$ cat src/sv/srlw_pkg.sv
// ----------------------------------------------------------------------------
// srlw_pkg
// Shared types, widths, codes and the fractional exp table of the
// self-repelling lattice walker.
// ----------------------------------------------------------------------------
package srlw_pkg;

  // Lattice side is a power of two, so wrapping is plain modular arithmetic.
  localparam int LOG_SIDE     = 10;
  localparam int LATTICE_SIDE = 1 << LOG_SIDE;
  localparam int COUNT_BITS   = 16;
  localparam int FRAC_BITS    = 16;   // equals the width of the step fractions
  localparam int POS_W        = LOG_SIDE + FRAC_BITS;
  localparam int CELL_W       = LOG_SIDE;
  localparam int ADDR_W       = 2 * LOG_SIDE;
  localparam int EPOCH_BITS   = 8;
  localparam int STEP_W       = 24;
  localparam int BETA_W       = 16;
  localparam int RAD_W        = 16;
  localparam int RW           = RAD_W + FRAC_BITS - 8;
  localparam int DRAW_W       = 16;
  localparam int WGT_W        = 17;
  localparam int TOT_W        = 21;
  localparam int EXP_W        = 31;
  localparam int MUL_W        = 32;
  localparam int CFG_IDX_W    = 3;
  localparam int CFG_DATA_W   = 26;
  localparam int X_LIMIT      = 12 * 256;
  localparam logic [28:0] EXP_M1_Q30 = 29'd395007542;

  typedef enum logic [CFG_IDX_W-1:0] {
    CFG_BETA   = 3'd0,
    CFG_TGT_X  = 3'd1,
    CFG_TGT_Y  = 3'd2,
    CFG_RADIUS = 3'd3,
    CFG_START_X = 3'd4,
    CFG_START_Y = 3'd5,
    CFG_LIMIT  = 3'd6
  } cfg_idx_t;

  typedef enum logic [4:0] {
    S_CLEAR, S_IDLE,
    S_CK0, S_CK1, S_CK2, S_CK3,
    S_RD, S_RW, S_X, S_EN, S_EM,
    S_PK, S_PW, S_SR, S_MV,
    S_NR, S_NW, S_OUT
  } state_t;

  typedef logic [EXP_W-1:0] exp_tab_t [256];

  // exp(-f/256) in Q30, nine-term Taylor series, each term truncated.
  function automatic exp_tab_t build_exp_tab();
    exp_tab_t tab;
    longint unsigned t, term, ev, od, e;
    for (int f = 0; f < 256; f++) begin
      t = longint'(f) << 22;
      term = 64'd1 << 30;
      ev = term;
      od = 0;
      term = ((term * t) >> 30) / 1; od = od + term;
      term = ((term * t) >> 30) / 2; ev = ev + term;
      term = ((term * t) >> 30) / 3; od = od + term;
      term = ((term * t) >> 30) / 4; ev = ev + term;
      term = ((term * t) >> 30) / 5; od = od + term;
      term = ((term * t) >> 30) / 6; ev = ev + term;
      term = ((term * t) >> 30) / 7; od = od + term;
      term = ((term * t) >> 30) / 8; ev = ev + term;
      e = (ev > od) ? ev - od : 64'd0;
      tab[f] = e[EXP_W-1:0];
    end
    return tab;
  endfunction

  localparam exp_tab_t EXP_FRAC_TAB = build_exp_tab();

endpackage

$ cat src/sv/srlw_mul.sv
// ----------------------------------------------------------------------------
// srlw_mul
// Shared unsigned multiplier with a registered product.
// ----------------------------------------------------------------------------
module srlw_mul (
  input  logic                           clk,
  input  logic [srlw_pkg::MUL_W-1:0]     a,
  input  logic [srlw_pkg::MUL_W-1:0]     b,
  output logic [2*srlw_pkg::MUL_W-1:0]   p_r
);
  import srlw_pkg::*;

  always_ff @(posedge clk) begin
    p_r <= a * b;
  end

endmodule

$ cat config.mk
export PLATFORM = sky130hd
export DESIGN_NAME = srlw_mul
export DESIGN_NICKNAME = d
export VERILOG_FILES = /design/src/sv/srlw_pkg.sv /design/src/sv/srlw_mul.sv
export SDC_FILE = /design/constraint.sdc
export NUM_CORES = 2
export LEC_CHECK = 0
export ABC_AREA = 1
export BUFFER_PORTS_ARGS = -buffer_cell sky130_fd_sc_hd__buf_2
export CAP_MARGIN = 5
export CORE_MARGIN = 2
export CORE_UTILIZATION = 50
export CTS_BUF_LIST = sky130_fd_sc_hd__clkbuf_4 sky130_fd_sc_hd__clkbuf_8
export CTS_CLUSTER_SIZE = 14
export DETAILED_ROUTE_END_ITERATION = 6
export MAX_ROUTING_LAYER = met4
export PLACE_DENSITY_LB_ADDON = 0.05
export SETUP_SLACK_MARGIN = 0.3
export SKIP_LAST_GASP = 1
export SYNTH_ARGS = -nofsm -noshare
export SYNTH_HDL_FRONTEND = slang
export SYNTH_SLANG_ARGS = --single-unit
$ cat constraint.sdc
create_clock -name clk -period 9.2 [get_ports clk]
set_clock_uncertainty 0.15 [all_clocks]
set_input_delay 1.84 -clock clk [delete_from_list [all_inputs] [get_ports clk]]
set_output_delay 1.84 -clock clk [all_outputs]
set_load 0.005 [all_outputs]
# --- After elaboration in Yosys (flattened, before gate mapping) ---
# Index checks and enable logic that the tools add are counted.
totals:
  in_bits: 65
  reg_bits: 64
  output_inout_bits: 64
classes:
  mul: 1
op_table:
  columns: ["op", "n"]
  rows:
  - ["$mul 32x32->64", 1]

# --- Depth between registers and ports, before layout ---
depth:
  ltp_word: 1
  mapped_depth: 30
  ltp_nobuf: 29

# --- Worst setup path before layout ---
# No wires, ideal clock.
synth_path:
  path_type: "input to register"
  from: "input a[25] (netlist name)"
  to: "register p_r[60] (netlist name)"
  setup_slack_ns: 1.396
  stages: 26
  arrival_time_ns: 7.542
  t_required_ns: 8.938
  path_cell_list: "clkbuf_1 > nand2_1 > fa_1 > inv_1 > fa_1 > inv_1 > fa_1 > inv_1 > fa_1 > fa_1 > fa_1 > fa_1 > inv_1 > fa_1 > inv_1 > ha_1 > nand2_1 > nand2_1 > a21oi_1 > nand2_1 > nand2_1 > nand2_1 > a21oi_1 > nand2_1 > nand2_1 > nand2_1"
synth_between:
  elab_chain_len: 1
synth_rtl:
  columns: ["item", "line", "rtl"]
  rows:
  - ["from (decl)", "srlw_mul.sv:7", "input logic [srlw_pkg::MUL_W-1:0] a,"]
  - ["$mul 32x32->64", "srlw_mul.sv:14", "p_r <= a * b;"]
  - ["to (signal assigned)", "srlw_mul.sv:14", null]
  - ["to (decl)", "srlw_mul.sv:9", "output logic [2*srlw_pkg::MUL_W-1:0] p_r"]
# Every way passes these cells.

# --- Worst setup path after layout ---
layout_path:
  from: "input b[10] (netlist name)"
  to: "register p_r[61] (netlist name)"
layout_between:
  elab_chain_len: 1
layout_rtl:
  columns: ["item", "line", "rtl"]
  rows:
  - ["from (decl)", "srlw_mul.sv:8", "input logic [srlw_pkg::MUL_W-1:0] b,"]
  - ["$mul 32x32->64", "srlw_mul.sv:14", null]
# Every way passes these cells.

==> Implementation_results.wiki <==
{| class="wikitable"
! Metric !! Value
|-
| Status || complete, no violations
|-
| Post-CTS repair timing setup buffer count || 0
|-
| Die Area || 77,000 µm²
|-
| Worst hold path endpoint || p_r[0]$_DFF_P_
|-
| Synthesis-stage register bit count || 64
|-
| Area taken by flip-flops and latches || 1280 µm²
|-
| Maximum fanout along the worst path || 22
|-
| Number of flip-flops under the largest register name || 64
|-
| Crit path capture type || flip-flop
|-
| Starting density of the core || 50.4%
|-
| Total of fill cells in the finished design || 7,418
|-
| Cells taking the most area after synthesis || sky130_fd_sc_hd__fa_1, sky130_fd_sc_hd__inv_1, sky130_fd_sc_hd__nand2_1
|-
| Hold Path Class || in -> reg
|-
| Critical path data required time || 9.31 ns
|-
| Final Setup Violations || 0
|-
| Total standard cell area after synthesis || 37,400 µm²
|-
| Cell type with the largest total area after synthesis || sky130_fd_sc_hd__fa_1
|-
| Total negative setup slack || 0 ns
|-
| Most frequent cell on the critical path || sky130_fd_sc_hd__nand2_1
|-
| Wire per inst || 17.3 µm
|-
| Overall global routing resource usage || 29.5%
|-
| Hold Path Stages || 4
|-
| Max-slew headroom at the worst pin || 42.5%
|-
| Die W || 278 µm
|-
| Placement Rows || 100
|-
| Count of routing violations after the opening detailed-route iteration || 1,626
|-
| Vias after detailed routing || 29,000
|-
| Pins Over Slew Limit || 0
|-
| Peak clock frequency supported by timing || 120 MHz
|-
| Number of hold violations in the final report || 0
|-
| Primary flip-flop cell chosen by synthesis mapping || sky130_fd_sc_hd__dfxtp_1
|-
| Number of flops mapped to enable cells by yosys || 0
|-
| Overflow left after global routing || 0
|-
| Die Y-Extent || 278 µm
|-
| Slowest-stage cell, CP || sky130_fd_sc_hd__fa_1
|-
| Start point of the worst hold path || b[0]
|-
| Clock buffer depth || 2
|-
| Residual DRC || 0
|-
| Post-detailed-route count of antenna-violating nets || 0
|-
| First drt pass iteration count || 5
|-
| Initial antenna violation count || 4
|-
| Floorplan Core Area || 74,200 µm²
|-
| Clock slew at the register clock pins of the worst setup and hold paths || 0.09 ns
|-
| Final period demand of the worst path || 8.36 ns
|-
| Via count of the first global-routing pass || 30,800
|-
| Via density || 4.81
|-
| Async SR Flop Fraction || 0%
|-
| Largest registers || p_r (64)
|-
| Gate count of the mapped netlist || 5,023
|-
| Post-Syn Nets || 6,247
|-
| CTS tree || built
|-
| Cell with the most instances after synthesis || sky130_fd_sc_hd__inv_1
|-
| CTS H-Tree Depth || 3
|-
| Library cells used by synthesis || 23
|-
| Maximum number of pins on one net before global-route repair || 33
|-
| Port Buf Inserts || 128
|-
| Max-capacitance violation count || 0
|-
| Commonest cells in the synthesized netlist || sky130_fd_sc_hd__inv_1, sky130_fd_sc_hd__nand2_1, sky130_fd_sc_hd__fa_1, sky130_fd_sc_hd__ha_1, sky130_fd_sc_hd__clkbuf_1
|-
| CTS buffer count || 9
|-
| Mean area per synthesized cell || 7.45 µm²
|-
| Data arrival time of the worst path || 8.47 ns
|-
| Warnings, synthesis || 0
|-
| Total wire length after detailed routing || 105,000 µm
|-
| Resized Gates After CTS || 0
|-
| Half-perimeter wire length after detailed placement || 90,500 µm
|-
| Final GP Congestion || 0.946
|-
| Number of buffers added to fix hold violations after cts || 0
|-
| CP Class || in -> reg
|-
| Net total in the final layout || 6,279
|-
| Proportion of netlist area held by the largest area contributor || 48.0%
|-
| Tightest Pin Transition || 0.863 ns
|-
| Area taken by multi-input logic gates || 28,900 µm²
|-
| Register area share after synthesis || 3.43%
|-
| CTS Root Cell || sky130_fd_sc_hd__clkbuf_8
|-
| Critical Path Source Type || input port
|-
| Share of the cycle needed by the critical path after routing || 90.9%
|-
| I/O pin cnt || 129
|-
| Layout-stage area growth over the synthesis result || 5.31%
|-
| Number of clock sinks || 64
|-
| Wire length of the first global-routing pass || 172,000 µm
|-
| Unrepaired setup endpoints after global routing || false
|-
| Top reg by flops || p_r
|-
| Fraction of final layout cells with drive strength greater than 1 || 5.79%
|-
| Crit-path max cell delay || 0.55 ns
|}
==> cells in the final DEF, fill, tap and decap left out <==
cell type,synthesis,final
sky130_fd_sc_hd__inv_2,12,12
sky130_fd_sc_hd__nand4_1,16,16
sky130_fd_sc_hd__xnor2_1,2,2
sky130_fd_sc_hd__clkbuf_8,0,10
sky130_fd_sc_hd__fa_1,896,896
sky130_fd_sc_hd__nand2_2,15,15
sky130_fd_sc_hd__buf_4,0,85
sky130_fd_sc_hd__bufinv_16,0,1
sky130_fd_sc_hd__ha_1,263,263
sky130_fd_sc_hd__o21ai_0,2,2
sky130_fd_sc_hd__nor3_4,1,1
sky130_fd_sc_hd__nor2_4,6,6
sky130_fd_sc_hd__nor3_2,6,6
sky130_fd_sc_hd__nor3_1,11,11
sky130_fd_sc_hd__xor2_1,33,33
sky130_fd_sc_hd__inv_1,1723,1723
sky130_fd_sc_hd__clkbuf_4,0,1
sky130_fd_sc_hd__clkinv_4,0,1
sky130_fd_sc_hd__nor2_2,14,14
sky130_fd_sc_hd__diode_2,0,5
sky130_fd_sc_hd__clkinvlp_4,0,1
sky130_fd_sc_hd__a21oi_1,43,43
sky130_fd_sc_hd__dfxtp_1,64,64
sky130_fd_sc_hd__nand3_1,56,56
sky130_fd_sc_hd__o21bai_1,11,11
sky130_fd_sc_hd__buf_2,0,128
sky130_fd_sc_hd__nand2_1,1566,1566
sky130_fd_sc_hd__nor2_1,81,81
sky130_fd_sc_hd__clkinv_2,0,2
sky130_fd_sc_hd__o21bai_2,1,1
sky130_fd_sc_hd__nand3_2,9,9
==> area by class of cell <==
| type | instances | area share, % |
|---|---|---|
| tap | 969 | 3.08 |
| clock buffer | 11 | 0.369 |
| antenna | 5 | 0.0318 |
| timing repair buffer | 213 | 3.25 |
| sequential | 64 | 3.25 |
| clock inverter | 5 | 0.143 |
| inverter | 1735 | 16.5 |
| multi-input combinational | 3032 | 73.3 |
==> through the flow <==
step	setup WS (ns)	std cells	instance area (µm²)	hold WS, ns	utilization [%]
after floorplan	1.40	5023	37400	1.79	-
after CTS	0.834	6029	39400	2.01	53.1
after global routing	0.536	6033	39400	2.06	53.1
final	0.836	6034	39400	2.02	53.1
after detailed placement	0.474	6013	39200	2.07	52.8
after global placement	0.472	6013	39200	2.07	52.8
==> critical path, delay by kind of cell <==
family | cells | cell delay (ns)
AOI/OAI and AO/OA | 2 | 0.46
and+or+nand+nor | 9 | 0.66
buffers and inverters | 8 | 1.19
adders and majority gates | 9 | 4.27
==> how the worst max path moves through the flow <==
stage | slack, ns | cells past startpoint | end | from
after global placement | 0.47 | 28 | p_r[61]$_DFF_P_ | b[10]
after detailed placement | 0.47 | 28 | p_r[61]$_DFF_P_ | b[10]
after CTS | 0.83 | 21 | p_r[26]$_DFF_P_ | a[11]
final | 0.84 | 28 | p_r[61]$_DFF_P_ | b[10]
after floorplan | 1.40 | 26 | p_r[60]$_DFF_P_ | a[25]
after global routing | 0.54 | 28 | p_r[61]$_DFF_P_ | b[10]
==> logic make-up after synthesis <==
logic type / count (synthesis) / share of synthesized area, %
adders and majority gates: 1159 / 56.8
xor gates and xnor gates: 35 / 0.820
and+or+nand+nor: 1781 / 18.8
DFF: 64 / 3.43
AOI/OAI and AO/OA: 57 / 0.853
buffers and inverters: 1927 / 19.3
==> metal layers <==
metal	global-route usage [%]	vias up	share of wire [%]
li1	-	13700	-
met1	38.4	14500	43
met2	51.5	660	51
met3	1.88	112	4.0
met4	5.10	0	2.0
met5	-	-	0
Power is not shown: default switching activity piles up to over one toggle a cycle in this logic, so the estimate is an artifact.
